[config.mk]
export PLATFORM = sky130hd
export DESIGN_NAME = vm_region_mapping_table_unit_flat
export DESIGN_NICKNAME = d
export VERILOG_FILES = /design/src/hdl/vmrmt_pkg.sv /design/src/hdl/vmrmt_if.sv /design/src/hdl/vmrmt_ctrl.sv /design/src/hdl/vmrmt_dp.sv /design/src/hdl/vm_region_mapping_table_unit.sv /design/src/flat_wrapper.sv
export VERILOG_INCLUDE_DIRS = /design/src /design/src/hdl
export SDC_FILE = /design/constraint.sdc
export NUM_CORES = 2
export LEC_CHECK = 0
export ABC_AREA = 1
export BUFFER_PORTS_ARGS = -buffer_cell sky130_fd_sc_hd__buf_2
export CORE_ASPECT_RATIO = 1.5
export CORE_UTILIZATION = 30
export CTS_CLUSTER_DIAMETER = 120
export DETAILED_ROUTE_END_ITERATION = 6
export PLACE_DENSITY = 0.47
export REMOVE_ABC_BUFFERS = 1
export SLEW_MARGIN = 0
export SYNTH_ARGS = -nofsm -noshare
export SYNTH_HDL_FRONTEND = slang
export SYNTH_SLANG_ARGS = --single-unit
[constraint.sdc]
create_clock -name i_clk -period 7.5 [get_ports i_clk]
set_clock_uncertainty 0.05 [all_clocks]
set_input_delay 1.5 -clock i_clk [delete_from_list [all_inputs] [get_ports i_clk]]
set_output_delay 1.5 -clock i_clk [all_outputs]
set_load 0.01 [all_outputs]
[src/hdl/assert_macros.svh]
// ----------------------------------------------------------------------------
// assertion macros
// shared concurrent assertion forms for the mapping table blocks
// ----------------------------------------------------------------------------
`ifndef ASSERT_MACROS_SVH
`define ASSERT_MACROS_SVH

// same-cycle implication
`define VMRMT_ASSERT_IMPL(lbl, clk, rst_n, pre, post) \
    lbl: assert property (@(posedge clk) disable iff (!rst_n) (pre) |-> (post)) \
        else $error("assertion failed");

// next-cycle implication
`define VMRMT_ASSERT_NEXT(lbl, clk, rst_n, pre, post) \
    lbl: assert property (@(posedge clk) disable iff (!rst_n) (pre) |=> (post)) \
        else $error("assertion failed");

`endif

[src/hdl/vmrmt_pkg.sv]
// ----------------------------------------------------------------------------
// vmrmt_pkg
// types, codes and reset values of the region mapping table
// ----------------------------------------------------------------------------
package vmrmt_pkg;

    localparam int unsigned DW        = 32;
    localparam int unsigned ALW       = 5;
    localparam int unsigned CFG_IDX_W = 4;

    typedef logic [1:0]           t_func;
    typedef logic [1:0]           t_status;
    typedef logic [CFG_IDX_W-1:0] t_cfg_idx;

    localparam t_func FN_MAP    = 2'd0;
    localparam t_func FN_UNMAP  = 2'd1;
    localparam t_func FN_APPEND = 2'd2;
    localparam t_func FN_RETURN = 2'd3;

    localparam t_status ST_OK    = 2'd0;
    localparam t_status ST_INVAL = 2'd1;
    localparam t_status ST_NOMEM = 2'd2;

    localparam t_cfg_idx CFG_WIN_BASE = 4'd0;
    localparam t_cfg_idx CFG_WIN_END  = 4'd1;
    localparam t_cfg_idx CFG_VALIGN   = 4'd2;
    localparam t_cfg_idx CFG_PALIGN   = 4'd3;

    localparam logic [DW-1:0]  RST_WIN_BASE = 32'h6000_0000;
    localparam logic [DW-1:0]  RST_WIN_END  = 32'h7000_0000;
    localparam logic [ALW-1:0] RST_VALIGN   = 5'd25;
    localparam logic [ALW-1:0] RST_PALIGN   = 5'd16;

    typedef struct packed {
        logic accept;
        logic scan;
        logic exec;
    } t_dp_cmd;

    typedef struct packed {
        logic scan_done;
    } t_dp_sts;

endpackage

[src/hdl/vmrmt_if.sv]
// ----------------------------------------------------------------------------
// vmrmt channel interfaces
// request, response and register write channels with valid/ready
// ----------------------------------------------------------------------------
interface vmrmt_req_if;
    import vmrmt_pkg::*;

    logic          valid;
    logic          ready;
    t_func         func;
    logic [DW-1:0] base_in;
    logic [DW-1:0] virt_size;
    logic [DW-1:0] phys_amount;

    modport source (output valid, func, base_in, virt_size, phys_amount, input ready);
    modport sink   (input valid, func, base_in, virt_size, phys_amount, output ready);
endinterface

interface vmrmt_rsp_if;
    import vmrmt_pkg::*;

    logic          valid;
    logic          ready;
    t_status       status;
    logic [DW-1:0] base_out;

    modport source (output valid, status, base_out, input ready);
    modport sink   (input valid, status, base_out, output ready);
endinterface

interface vmrmt_cfg_if;
    import vmrmt_pkg::*;

    logic          valid;
    logic          ready;
    t_cfg_idx      index;
    logic [DW-1:0] data;

    modport source (output valid, index, data, input ready);
    modport sink   (input valid, index, data, output ready);
endinterface

[src/hdl/vmrmt_ctrl.sv]
// ----------------------------------------------------------------------------
// vmrmt_ctrl
// sequencer: accept, slot scan, execute, response register valid
// ----------------------------------------------------------------------------
`include "assert_macros.svh"

module vmrmt_ctrl (
    input  logic              i_clk,
    input  logic              i_rst_n,
    input  logic              i_req_valid,
    output logic              o_req_ready,
    output logic              o_rsp_valid,
    input  logic              i_rsp_ready,
    output vmrmt_pkg::t_dp_cmd o_cmd,
    input  vmrmt_pkg::t_dp_sts i_sts
);
    import vmrmt_pkg::*;

    localparam logic [1:0] S_IDLE = 2'd0;
    localparam logic [1:0] S_SCAN = 2'd1;
    localparam logic [1:0] S_EXEC = 2'd2;

    logic [1:0] r_state, n_state;
    logic       r_out_vld, n_out_vld;
    logic       acc;
    logic       out_free;

    assign acc      = (r_state == S_IDLE) && i_req_valid;
    assign out_free = !r_out_vld || i_rsp_ready;

    always_comb begin
        n_state = r_state;
        case (r_state)
            S_IDLE: begin
                if (acc) n_state = S_SCAN;
            end
            S_SCAN: begin
                if (i_sts.scan_done) n_state = S_EXEC;
            end
            S_EXEC: begin
                if (out_free) n_state = S_IDLE;
            end
            default: begin
                n_state = S_IDLE;
            end
        endcase
    end

    always_comb begin
        o_cmd.accept = acc;
        o_cmd.scan   = (r_state == S_SCAN);
        o_cmd.exec   = (r_state == S_EXEC) && out_free;
    end

    assign n_out_vld = o_cmd.exec ? 1'b1 : (i_rsp_ready ? 1'b0 : r_out_vld);

    always_ff @(posedge i_clk) begin
        if (!i_rst_n) begin
            r_state   <= S_IDLE;
            r_out_vld <= 1'b0;
        end else begin
            r_state   <= n_state;
            r_out_vld <= n_out_vld;
        end
    end

    assign o_req_ready = (r_state == S_IDLE);
    assign o_rsp_valid = r_out_vld;

    `VMRMT_ASSERT_NEXT(a_acc_to_scan, i_clk, i_rst_n, acc, r_state == S_SCAN)
    `VMRMT_ASSERT_NEXT(a_exec_result, i_clk, i_rst_n, o_cmd.exec, r_out_vld && r_state == S_IDLE)

endmodule

[src/hdl/vmrmt_dp.sv]
// ----------------------------------------------------------------------------
// vmrmt_dp
// window registers, bump pointer, slot table and scan pipeline
// ----------------------------------------------------------------------------
`include "assert_macros.svh"

module vmrmt_dp #(
    parameter int SLOTS = 16
) (
    input  logic                         i_clk,
    input  logic                         i_rst_n,
    input  logic                         i_cfg_we,
    input  vmrmt_pkg::t_cfg_idx          i_cfg_idx,
    input  logic [vmrmt_pkg::DW-1:0]     i_cfg_data,
    input  vmrmt_pkg::t_func             i_func,
    input  logic [vmrmt_pkg::DW-1:0]     i_base_in,
    input  logic [vmrmt_pkg::DW-1:0]     i_virt_size,
    input  logic [vmrmt_pkg::DW-1:0]     i_phys_amount,
    input  vmrmt_pkg::t_dp_cmd           i_cmd,
    output vmrmt_pkg::t_dp_sts           o_sts,
    output vmrmt_pkg::t_status           o_status,
    output logic [vmrmt_pkg::DW-1:0]     o_base_out
);
    import vmrmt_pkg::*;

    localparam int IW = (SLOTS > 1) ? $clog2(SLOTS) : 1;

    function automatic logic is_aligned(logic [DW-1:0] v, logic [ALW-1:0] lg);
        return (v & ~({DW{1'b1}} << lg)) == '0;
    endfunction

    // configuration and bump pointer
    logic [DW-1:0]  r_win_base, r_win_end, r_bump;
    logic [ALW-1:0] r_valign, r_palign;

    // current item
    t_func         r_func;
    logic [DW-1:0] r_base_in, r_virt, r_amt;

    // slot table
    logic          r_act      [SLOTS];
    logic [DW-1:0] r_mem_base [SLOTS];
    logic [DW-1:0] r_mem_phys [SLOTS];

    // scan pipeline
    logic          r_iss_on;
    logic [IW-1:0] r_iss_idx;
    logic          r_p_vld;
    logic [IW-1:0] r_p_idx;
    logic          r_p_act;
    logic [DW-1:0] r_rd_base, r_rd_phys;
    logic          r_found;
    logic [IW-1:0] r_hit_idx;
    logic [DW-1:0] r_hit_phys;

    // result
    t_status       r_status, n_status;
    logic [DW-1:0] r_base_out, n_base_out;

    logic          is_map;
    logic          p_hit, p_last;
    logic [DW-1:0] span;
    logic [DW:0]   end_sum;
    logic          amt_ok;
    logic          act_set, act_clr, base_we, phys_we, bump_we;
    logic [DW-1:0] phys_wdata;
    logic          map_ok;

    assign is_map = (r_func == FN_MAP);
    assign p_hit  = r_p_vld && (is_map ? !r_p_act : (r_p_act && r_rd_base == r_base_in));
    assign p_last = (r_p_idx == IW'(SLOTS - 1));
    assign o_sts.scan_done = r_p_vld && (p_hit || p_last);

    assign span    = (r_win_end >= r_win_base) ? (r_win_end - r_win_base) : '0;
    assign end_sum = {1'b0, r_bump} + {1'b0, r_virt};
    assign amt_ok  = (r_amt != '0) && is_aligned(r_amt, r_palign);

    always_comb begin
        n_status   = ST_INVAL;
        act_set    = 1'b0;
        act_clr    = 1'b0;
        base_we    = 1'b0;
        phys_we    = 1'b0;
        bump_we    = 1'b0;
        phys_wdata = r_amt;
        case (r_func)
            FN_MAP: begin
                if (r_virt == '0 || r_amt == '0 || !is_aligned(r_virt, r_valign) ||
                    !is_aligned(r_amt, r_palign) || r_virt > span) begin
                    n_status = ST_INVAL;
                end else if (end_sum > {1'b0, r_win_end} || !r_found) begin
                    n_status = ST_NOMEM;
                end else begin
                    n_status = ST_OK;
                    act_set  = 1'b1;
                    base_we  = 1'b1;
                    phys_we  = 1'b1;
                    bump_we  = 1'b1;
                end
            end
            FN_UNMAP: begin
                if (r_found) begin
                    n_status = ST_OK;
                    act_clr  = 1'b1;
                end
            end
            FN_APPEND: begin
                if (r_found && amt_ok) begin
                    n_status   = ST_OK;
                    phys_we    = 1'b1;
                    phys_wdata = r_hit_phys + r_amt;
                end
            end
            FN_RETURN: begin
                if (r_found && amt_ok && r_amt <= r_hit_phys) begin
                    n_status   = ST_OK;
                    phys_we    = 1'b1;
                    phys_wdata = r_hit_phys - r_amt;
                end
            end
            default: begin
                n_status = ST_INVAL;
            end
        endcase
    end

    assign n_base_out = (n_status == ST_OK && is_map) ? r_bump : '0;
    assign map_ok     = i_cmd.exec && is_map && n_status == ST_OK;

    // control state
    always_ff @(posedge i_clk) begin
        if (!i_rst_n) begin
            r_win_base <= RST_WIN_BASE;
            r_win_end  <= RST_WIN_END;
            r_valign   <= RST_VALIGN;
            r_palign   <= RST_PALIGN;
            r_bump     <= RST_WIN_BASE;
            r_act      <= '{default: 1'b0};
            r_iss_on   <= 1'b0;
            r_p_vld    <= 1'b0;
        end else begin
            if (i_cfg_we) begin
                case (i_cfg_idx)
                    CFG_WIN_BASE: r_win_base <= i_cfg_data;
                    CFG_WIN_END:  r_win_end  <= i_cfg_data;
                    CFG_VALIGN:   r_valign   <= i_cfg_data[ALW-1:0];
                    CFG_PALIGN:   r_palign   <= i_cfg_data[ALW-1:0];
                    default: begin
                    end
                endcase
            end
            if (i_cmd.accept) begin
                r_iss_on <= 1'b1;
                r_p_vld  <= 1'b0;
            end else if (i_cmd.scan) begin
                r_p_vld <= r_iss_on;
                if (r_iss_on && r_iss_idx == IW'(SLOTS - 1)) r_iss_on <= 1'b0;
            end
            if (i_cmd.exec) begin
                if (act_set) r_act[r_hit_idx] <= 1'b1;
                if (act_clr) r_act[r_hit_idx] <= 1'b0;
                if (bump_we) r_bump <= end_sum[DW-1:0];
            end
        end
    end

    // payload
    always_ff @(posedge i_clk) begin
        if (i_cmd.accept) begin
            r_func    <= i_func;
            r_base_in <= i_base_in;
            r_virt    <= i_virt_size;
            r_amt     <= i_phys_amount;
            r_iss_idx <= '0;
        end else if (i_cmd.scan && r_iss_on) begin
            r_p_idx <= r_iss_idx;
            r_p_act <= r_act[r_iss_idx];
            if (r_iss_idx != IW'(SLOTS - 1)) r_iss_idx <= r_iss_idx + IW'(1);
        end
        if (i_cmd.scan && o_sts.scan_done) begin
            r_found    <= p_hit;
            r_hit_idx  <= r_p_idx;
            r_hit_phys <= r_rd_phys;
        end
        if (i_cmd.exec) begin
            r_status   <= n_status;
            r_base_out <= n_base_out;
        end
    end

    // slot table memories
    always_ff @(posedge i_clk) begin
        if (i_cmd.exec && base_we) r_mem_base[r_hit_idx] <= r_bump;
        if (i_cmd.exec && phys_we) r_mem_phys[r_hit_idx] <= phys_wdata;
        r_rd_base <= r_mem_base[r_iss_idx];
        r_rd_phys <= r_mem_phys[r_iss_idx];
    end

    assign o_status   = r_status;
    assign o_base_out = r_base_out;

    `VMRMT_ASSERT_NEXT(a_bump_step, i_clk, i_rst_n, map_ok, r_bump == $past(r_bump + r_virt))
    `VMRMT_ASSERT_NEXT(a_slot_taken, i_clk, i_rst_n, map_ok, r_act[$past(r_hit_idx)])

endmodule

[src/hdl/vm_region_mapping_table_unit.sv]
// ----------------------------------------------------------------------------
// vm_region_mapping_table_unit
// slot table of virtual mappings with a bump pointer inside a window
// ----------------------------------------------------------------------------
// i_req carries one operation (map, unmap, append, return) per transfer;
// o_rsp returns one status and base per request, in order.
// i_cfg writes the window base, window end and the two alignment exponents;
// it is always ready and must be written only while no request is in flight;
// the unit does not enforce this. a request is taken only when the unit is
// idle. after the transfer the slot table is scanned one slot per cycle through
// the registered memory read, stopping at the first hit; then the unit executes
// and loads the response register. response valid is registered and rises as
// the unit returns to idle, where the next request can be taken; a new request
// is not taken before the last one has executed.
// reset clears all slot active bits, loads the reset window and sets the
// bump pointer to the window base. a stalled response holds in its register
// while the next request is still taken and scanned; execution waits until
// the response register is free.
// ----------------------------------------------------------------------------
module vm_region_mapping_table_unit #(
    parameter int SLOTS = 16
) (
    input  logic         i_clk,
    input  logic         i_rst_n,
    vmrmt_cfg_if.sink    i_cfg,
    vmrmt_req_if.sink    i_req,
    vmrmt_rsp_if.source  o_rsp
);
    import vmrmt_pkg::*;

    t_dp_cmd cmd;
    t_dp_sts sts;
    logic    cfg_we;

    assign i_cfg.ready = 1'b1;
    assign cfg_we      = i_cfg.valid && i_cfg.ready;

    vmrmt_ctrl u_ctrl (
        .i_clk       (i_clk),
        .i_rst_n     (i_rst_n),
        .i_req_valid (i_req.valid),
        .o_req_ready (i_req.ready),
        .o_rsp_valid (o_rsp.valid),
        .i_rsp_ready (o_rsp.ready),
        .o_cmd       (cmd),
        .i_sts       (sts)
    );

    vmrmt_dp #(
        .SLOTS (SLOTS)
    ) u_dp (
        .i_clk         (i_clk),
        .i_rst_n       (i_rst_n),
        .i_cfg_we      (cfg_we),
        .i_cfg_idx     (i_cfg.index),
        .i_cfg_data    (i_cfg.data),
        .i_func        (i_req.func),
        .i_base_in     (i_req.base_in),
        .i_virt_size   (i_req.virt_size),
        .i_phys_amount (i_req.phys_amount),
        .i_cmd         (cmd),
        .o_sts         (sts),
        .o_status      (o_rsp.status),
        .o_base_out    (o_rsp.base_out)
    );

endmodule
[src/flat_wrapper.sv]
// flat-port wrapper written by rule: the top's interface ports become plain ports
module vm_region_mapping_table_unit_flat import vmrmt_pkg::*;
#(
    parameter int SLOTS = 16
)
  (i_clk, i_rst_n, i_cfg_valid, i_cfg_index, i_cfg_data, i_cfg_ready, i_req_valid, i_req_func, i_req_base_in, i_req_virt_size, i_req_phys_amount, i_req_ready, o_rsp_valid, o_rsp_status, o_rsp_base_out, o_rsp_ready);
  vmrmt_cfg_if i_cfg_i ();
  vmrmt_req_if i_req_i ();
  vmrmt_rsp_if o_rsp_i ();
  input  logic i_clk;
  input  logic i_rst_n;
  input wire logic [$bits(i_cfg_i.valid)-1:0] i_cfg_valid;
  input wire logic [$bits(i_cfg_i.index)-1:0] i_cfg_index;
  input wire logic [$bits(i_cfg_i.data)-1:0] i_cfg_data;
  output wire logic [$bits(i_cfg_i.ready)-1:0] i_cfg_ready;
  input wire logic [$bits(i_req_i.valid)-1:0] i_req_valid;
  input wire logic [$bits(i_req_i.func)-1:0] i_req_func;
  input wire logic [$bits(i_req_i.base_in)-1:0] i_req_base_in;
  input wire logic [$bits(i_req_i.virt_size)-1:0] i_req_virt_size;
  input wire logic [$bits(i_req_i.phys_amount)-1:0] i_req_phys_amount;
  output wire logic [$bits(i_req_i.ready)-1:0] i_req_ready;
  output wire logic [$bits(o_rsp_i.valid)-1:0] o_rsp_valid;
  output wire logic [$bits(o_rsp_i.status)-1:0] o_rsp_status;
  output wire logic [$bits(o_rsp_i.base_out)-1:0] o_rsp_base_out;
  input wire logic [$bits(o_rsp_i.ready)-1:0] o_rsp_ready;
  assign i_cfg_i.valid = i_cfg_valid;
  assign i_cfg_i.index = i_cfg_index;
  assign i_cfg_i.data = i_cfg_data;
  assign i_cfg_ready = i_cfg_i.ready;
  assign i_req_i.valid = i_req_valid;
  assign i_req_i.func = i_req_func;
  assign i_req_i.base_in = i_req_base_in;
  assign i_req_i.virt_size = i_req_virt_size;
  assign i_req_i.phys_amount = i_req_phys_amount;
  assign i_req_ready = i_req_i.ready;
  assign o_rsp_valid = o_rsp_i.valid;
  assign o_rsp_status = o_rsp_i.status;
  assign o_rsp_base_out = o_rsp_i.base_out;
  assign o_rsp_i.ready = o_rsp_ready;
  vm_region_mapping_table_unit #(.SLOTS(SLOTS)) u_core (.i_clk(i_clk), .i_rst_n(i_rst_n), .i_cfg(i_cfg_i), .i_req(i_req_i), .o_rsp(o_rsp_i));
endmodule
# [Word-level counts from Yosys, hierarchy flattened]
# Memory sizes are Yosys's and may differ from the RTL's. A register that Yosys moved wholly into a read port is not among the register bits.
# Cells that the tools add are included.
[word_totals] memories=2 regBits=305 out_inout_bits=37 input_bits=139 ram_bits=1024
[classes] magnitude_cmp=7 shift=2 n_reduce_logical=49 mux=41 bitwise_logic=11 n_addsub=5 n_eq_ne=15
[mem_list] name="u_core.u_dp.r_mem_base" words=16 width=32 read_ports=1 rd_ports_with_merged_regs=1 wr=1 line_no="vmrmt_dp.sv:42" rtl="logic [DW-1:0] r_mem_base [SLOTS];"
[mem_list] name="u_core.u_dp.r_mem_phys" words=16 width=32 read_ports=1 rd_ports_with_merged_regs=1 wr=1 line_no="vmrmt_dp.sv:43" rtl="logic [DW-1:0] r_mem_phys [SLOTS];"
[op_table] cell="logical NOT 32 bit" count=4
[op_table] cell="2-to-1 mux 32 bit" count=3
[op_table] cell="AND 32 bit" count=2
[op_table] cell="2-to-1 mux 16 bit" count=4
[op_table] cell="inverter 32 bit" count=2
[op_table] cell="case mux 32 bit (2 select lines)" count=1
[op_table] cell="left shift 32 x 5 -> 32 bit, first input constant" count=2
[op_table] cell="subtractor 32 bit" count=2
[op_table] cell="adder 32 x 32 -> 33 bit" count=1
[op_table] cell="> comparator 33 x 32 -> 1 bit" count=1
[op_table] cell="adder 32 bit" count=1
[op_table] cell="== test 32 bit" count=1
[op_table] cell=">= comparator 32 bit" count=1
[op_table] cell="> comparator 32 bit" count=1
[op_table] cell="<= comparator 32 bit" count=1
[op_table] cell="nonzero test 32 bit" count=1
[op_table] cell="2-to-1 mux 1 bit" count=23
[op_table] cell="AND 16 bit" count=1
[op_table] cell="inverter 16 bit" count=1
[op_table] cell="bitwise OR 16 bit" count=1
[op_table] cell="AND reduction 2 bit" count=8
[op_table] cell="logical AND 1 bit" count=15
[op_table] cell=">= comparator 5 bit, second input constant" count=2
[op_table] cell="2-to-1 mux 2 bit" count=5
[op_table] cell="24 further kinds" count=46

# [Depth between registers and ports, before layout]
[depth] word_depth=15 ltp_mapped=36 mapped_depth_nobuf=33

# [Cells and area by module]
# From an unflattened synthesis, not the netlist that was laid out.
[hier_totals] cells_unflattened=5761 area_unflattened_um2=62356.1
[modules_own_cells] module="vmrmt_dp" cells_each=5735 n_inst=1 area_per_inst_um2=62182.1 seq_area_each_um2=39818.2
[modules_own_cells] module="vmrmt_ctrl" cells_each=24 n_inst=1 area_per_inst_um2=162.7 seq_area_each_um2=60.1
[modules_own_cells] module="vm_region_mapping_table_unit" cells_each=2 n_inst=1 area_per_inst_um2=11.3 seq_area_each_um2=0.0

# [Worst setup path after synthesis]
# Ideal clock, no wire load.
[synth_timing] path_type="input -> register" from="input port o_rsp_ready" to="memory u_core.u_dp.r_mem_phys[10][0] (enable)" arrival_time_ns=5.642 path_stages=7 n_path_buf=1 path_slack_ns=1.387 t_required_ns=7.029 cell_sequence="nor2_1 nor2_1 clkinv_1 nor2_1 nand2_2 buf_6 nor2_1"
[synth_between] elab_chain_len=5
[synth_lines] item="start, declared" line_no="flat_wrapper.sv:25" rtl="input wire logic [$bits(o_rsp_i.ready)-1:0] o_rsp_ready;"
[synth_lines] item="logical OR 1 bit" line_no="vmrmt_ctrl.sv:29" rtl="assign out_free = !r_out_vld || i_rsp_ready;"
[synth_lines] item="logical AND 1 bit" line_no="vmrmt_ctrl.sv:52" rtl="o_cmd.exec = (r_state == S_EXEC) && out_free;"
[synth_lines] item="logical AND 1 bit" line_no="vmrmt_dp.sv:194" rtl="if (i_cmd.exec && phys_we) r_mem_phys[r_hit_idx] <= phys_wdata;"
[synth_lines] item="2-to-1 mux 1 bit" line_no="vmrmt_dp.sv:194"
[synth_lines] item="2-to-1 mux 1 bit (implied by the code)" line_no="vmrmt_dp.sv:194"
[synth_lines] item="end, declared" line_no="vmrmt_dp.sv:43"
# Every way passes these cells.

# [Worst setup path in the final report]
[layout_timing] from="register u_core.u_dp.r_win_end[0]" to="memory u_core.u_dp.r_mem_phys[10][25] (enable)"
[layout_between] elab_chain_len=9 elab_cells_between_ends=13
[layout_lines] item="start, declared" line_no="vmrmt_dp.sv:33" rtl="logic [DW-1:0] r_win_base, r_win_end, r_bump;"
[layout_lines] item="start signal, assigned" line_no="vmrmt_dp.sv:145" rtl="CFG_WIN_END: r_win_end <= i_cfg_data;"
[layout_lines] item="subtractor 32 bit / >= comparator 32 bit (equally long branches)" line_no="vmrmt_dp.sv:74" rtl="assign span = (r_win_end >= r_win_base) ? (r_win_end - r_win_base) : '0;"
[layout_lines] item="2-to-1 mux 32 bit" line_no="vmrmt_dp.sv:74"
[layout_lines] item="> comparator 32 bit" line_no="vmrmt_dp.sv:89" rtl="!is_aligned(r_amt, r_palign) || r_virt > span) begin"
[layout_lines] item="logical OR 1 bit" line_no="vmrmt_dp.sv:89"
[layout_lines] item="2-to-1 mux 1 bit *" line_no="vmrmt_dp.sv:88" rtl="if (r_virt == '0 || r_amt == '0 || !is_aligned(r_virt, r_valign) ||"
[layout_lines] item="case mux 1 bit (3 select lines) *" line_no="vmrmt_dp.sv:86" rtl="case (r_func)"
[layout_lines] item="logical AND 1 bit *" line_no="vmrmt_dp.sv:194"
[layout_lines] item="2-to-1 mux 1 bit *" line_no="vmrmt_dp.sv:194"
[layout_lines] item="2-to-1 mux 1 bit (implied by the code) *" line_no="vmrmt_dp.sv:194"
# Mark *: on every way between the ends. The rest lies on a longest branch, timed or not.

==> results by group <==
Routing
  – Vias/cell: 5.05
  – Routed WL per cell: 22.7 um
  – Vias: 43500
  – TritonRoute pass-1 iters: 5
  – Initial drt markers: 3169
  – Residual DRC: 0
  – Post-DRT Antenna Nets: 0
  – Final WL: 195000 um

Floorplanning
  – Num rows: 204
  – I/O pin count: 176
  – Die width: 375 um
  – Starting Density: 0.303
  – Die footprint: 210000 um^2
  – CORE AREA: 206000 um^2
  – Die height: 561 um

Worst setup path
  – Data arrival, critical path: 6720 ps
  – CP delay by family, top: simple AND/OR/NAND/NOR gates
  – Crit Path Category: reg -> reg
  – Cell mode on critical path: nand2_1
  – Slowest stage cell, crit path: nand3_1
  – FF-to-FF Start: u_core.u_dp.r_win_end[0]
  – R2R cell count: 32
  – Crit path largest cell delay: 480 ps
  – CP Capture Type: register
  – Crit path launch type: register
  – Crit-path max FO: 32
  – Worst R2R Setup Slack: 1150 ps
  – Worst R2R End: u_core.u_dp.r_mem_phys[10][25]
  – CP required: 7880 ps
  – Worst path bufs/invs: 6

Clocking
  – CTS Buf Count: 147
  – H-tree depth: 4
  – Post-CTS Resized: 0
  – CTS tree: yes
  – Worst-path clk slew: 70 ps
  – Worst-Skew Late Latency: 790 ps
  – Clock sinks: 1393
  – CTS root buffer: clkbuf_16
  – Clock buffer depth: 4
  – Hold-fix buffers, CTS: 0
  – Post-CTS setup buffers: 0

Worst hold path
  – Worst Hold Path EP: u_core.u_dp.r_hit_phys[25]
  – Hold path depth: 0
  – Hold/Removal Path Class: reg -> reg
  – HP Start: u_core.u_dp.r_rd_phys[25]

GRT
  – GR met2 Demand/Resource: 0.314
  – GR peak layer: met2
  – All-Layer GR Usage: 0.182
  – Met1 Use GR: 0.235
  – Initial antenna violation count: 17
  – Vias in the first global route: 43700
  – Gr ovfl total: 0
  – Largest net degree at the start of global routing: 179
  – GR Layer Usage met3: 0.0180
  – First-pass GRT wire length: 287000 um

STA
  – Fin crit period: 6350 ps
  – RSZ-0062 raised after global routing: false
  – Fin. max-slew vios: 0
  – FMAX: 158 MHz
  – Setup WS post-layout: 1150 ps
  – Hold slack: 355 ps
  – Final Setup Violations: 0
  – Least-Margin Pin Slew: 1280 ps
  – Fin Setup TNS: 0 ps
  – Final Hold Fails: 0
  – Post-route clock period utilization: 0.846
  – Relative slew slack: 0.142

Place
  – # port buffers: 174
  – Pre-CTS setup slack: 1120 ps
  – Placed cell count: 8344
  – Hpwl dp: 129000 um
  – Gpl congestion: 0.921

Synthesis
  – Register area share after synthesis: 0.637
  – Top FF cell, synth: edfxtp_1
  – Post-Synthesis Cells: 5660
  – Ys Warns: 0
  – Synth Cell Area: 62600 um^2
  – Synth Area per Inst: 11.1 um^2
  – Fraction of registers with async set/reset: 0
  – Synth Register Bits: 1393
  – Count of different cell masters after synthesis: 58
  – Post-synth EDFFs: 1198

Finish
  – Most frequent cells in the layout: 1198 x edfxtp_1, 902 x nor2_1, 636 x nand2_1
  – Most common cell after layout, fill and taps aside: edfxtp_1
  – Nets: 6150
  – Layout Area Growth over Synthesis: 14.7%
  – Share of cells above drive strength 1: 0.0996
  – Cell Count, Final, Fillers Out: 8606

Status
  – Status: completed

Pwr
  – Total chip power: 17.3 mW
  – Maximum VDD drop: 0.184 mV
  – Power Dens Cells: 241 nW/um^2
  – LEAKAGE: 25.6 nW

Job
  – Max Cap Viol: 0
==> report_power, final <==
part	total (mW)	leakage, nW	internal, mW	switching, mW
registers	8.62	12.6	8.50	0.118
logic	1.59	10.8	0.501	1.08
clock network	7.09	2.23	4.05	3.04
==> worst reg2reg max path: cells and delay by family (launching register included) <==
family,cells,cell delay (ps)
buf+inv,6,1140
compound gates,4,550
fa+ha+maj,3,670
flops,1,350
simple gates,19,3190
==> per-stage QoR <==
stage               instance area, um^2  utilization
global placement                  67200        0.325
finish                            71800        0.348
CTS                               71800        0.348
global route                      71800        0.348
detailed placement                67200        0.325
floorplan                         61400            -
==> per-layer routing <==
| layer | wire (um) | share of wire | vias to the layer above |
|---|---|---|---|
| met4 | 7430 | 0.038 | 0 |
| met5 | 0 | 0 | - |
| met1 | 84600 | 0.43 | 21600 |
| met2 | 95900 | 0.49 | 1001 |
| met3 | 7080 | 0.036 | 326 |
| li1 | - | - | 20600 |
==> sequential cells by signal, indices dropped and copies added, names as in the netlist, 2 cells and up <==
signal                  cells
u_core.u_dp.r_mem_phys    512
u_core.u_dp.r_rd_base      32
u_core.u_dp.r_palign        5
u_core.u_dp.r_iss_idx       4
u_core.u_dp.r_p_idx         4
u_core.u_dp.r_base_in      32
u_core.u_dp.r_amt          32
u_core.u_dp.r_hit_idx       4
u_core.u_dp.o_status        2
u_core.u_dp.r_rd_phys      32
u_core.u_dp.r_func          2
u_core.u_ctrl.r_state       2
u_core.u_dp.o_base_out     32
u_core.u_dp.r_virt         32
u_core.u_dp.r_valign        5
u_core.u_dp.r_win_base     32
u_core.u_dp.r_act          16
u_core.u_dp.r_hit_phys     32
u_core.u_dp.r_bump         32
u_core.u_dp.r_mem_base    512
u_core.u_dp.r_win_end      32
==> worst max-delay path by stage <==
stage	slack, ps	cells after the start	endpoint	startpoint
finish	1150	32	u_core.u_dp.r_mem_phys[10][25]	u_core.u_dp.r_win_end[0]
global route	620	32	u_core.u_dp.r_mem_phys[10][20]	u_core.u_dp.r_win_end[0]
CTS	1070	32	u_core.u_dp.r_mem_phys[5][27]	u_core.u_dp.r_win_end[0]
detailed placement	1120	32	u_core.u_dp.r_mem_phys[5][22]	u_core.u_dp.r_win_end[0]
global placement	1160	32	u_core.u_dp.r_mem_phys[5][25]	u_core.u_dp.r_win_end[0]
floorplan	-14450	5	u_core.u_dp.r_p_act	u_core.u_dp.r_iss_idx[0]
==> synthesized netlist by cell type (19+ instances only) <==
library cell | number | area, um^2
nor3_1 | 37 | 185
o32ai_1 | 154 | 1350
edfxtp_1 | 1198 | 36000
nand4_1 | 34 | 213
xor2_1 | 88 | 771
or2_2 | 27 | 169
clkbuf_1 | 234 | 878
dfxtp_1 | 195 | 3900
ha_1 | 192 | 2400
buf_2 | 26 | 130
inv_1 | 405 | 1520
nor2_1 | 933 | 3500
nand2_1 | 636 | 2390
o221ai_1 | 113 | 990
a21oi_1 | 280 | 1400
o21ai_1 | 19 | 95.1
o211ai_1 | 104 | 781
mux2i_1 | 103 | 1030
o21ai_0 | 450 | 2250
nand3_1 | 245 | 1230
==> layout make-up <==
cell class,instances,area (um^2)
Fill cell,20400,135000
Clock buffer,193,3970
Antenna cell,5,12.5
Inverter,416,1580
Timing Repair Buffer,292,2170
Sequential cell,1393,39900
Clock inverter,64,606
Multi-Input combinational cell,3565,20200
Tap cell,2678,3350
==> logic make-up after synthesis <==
kind of cell               Yosys count  synth area share
adders and majority gates          196            0.0397
DFF                               1393             0.637
muxes                              103            0.0165
buffers and inverters              702            0.0435
AOI/OAI and AO/OA                 1216             0.121
xor gates and xnor gates           106            0.0148
and+or+nand+nor                   1943             0.127
other                                1         0.0000599
(Power assumes the default switching activity.)
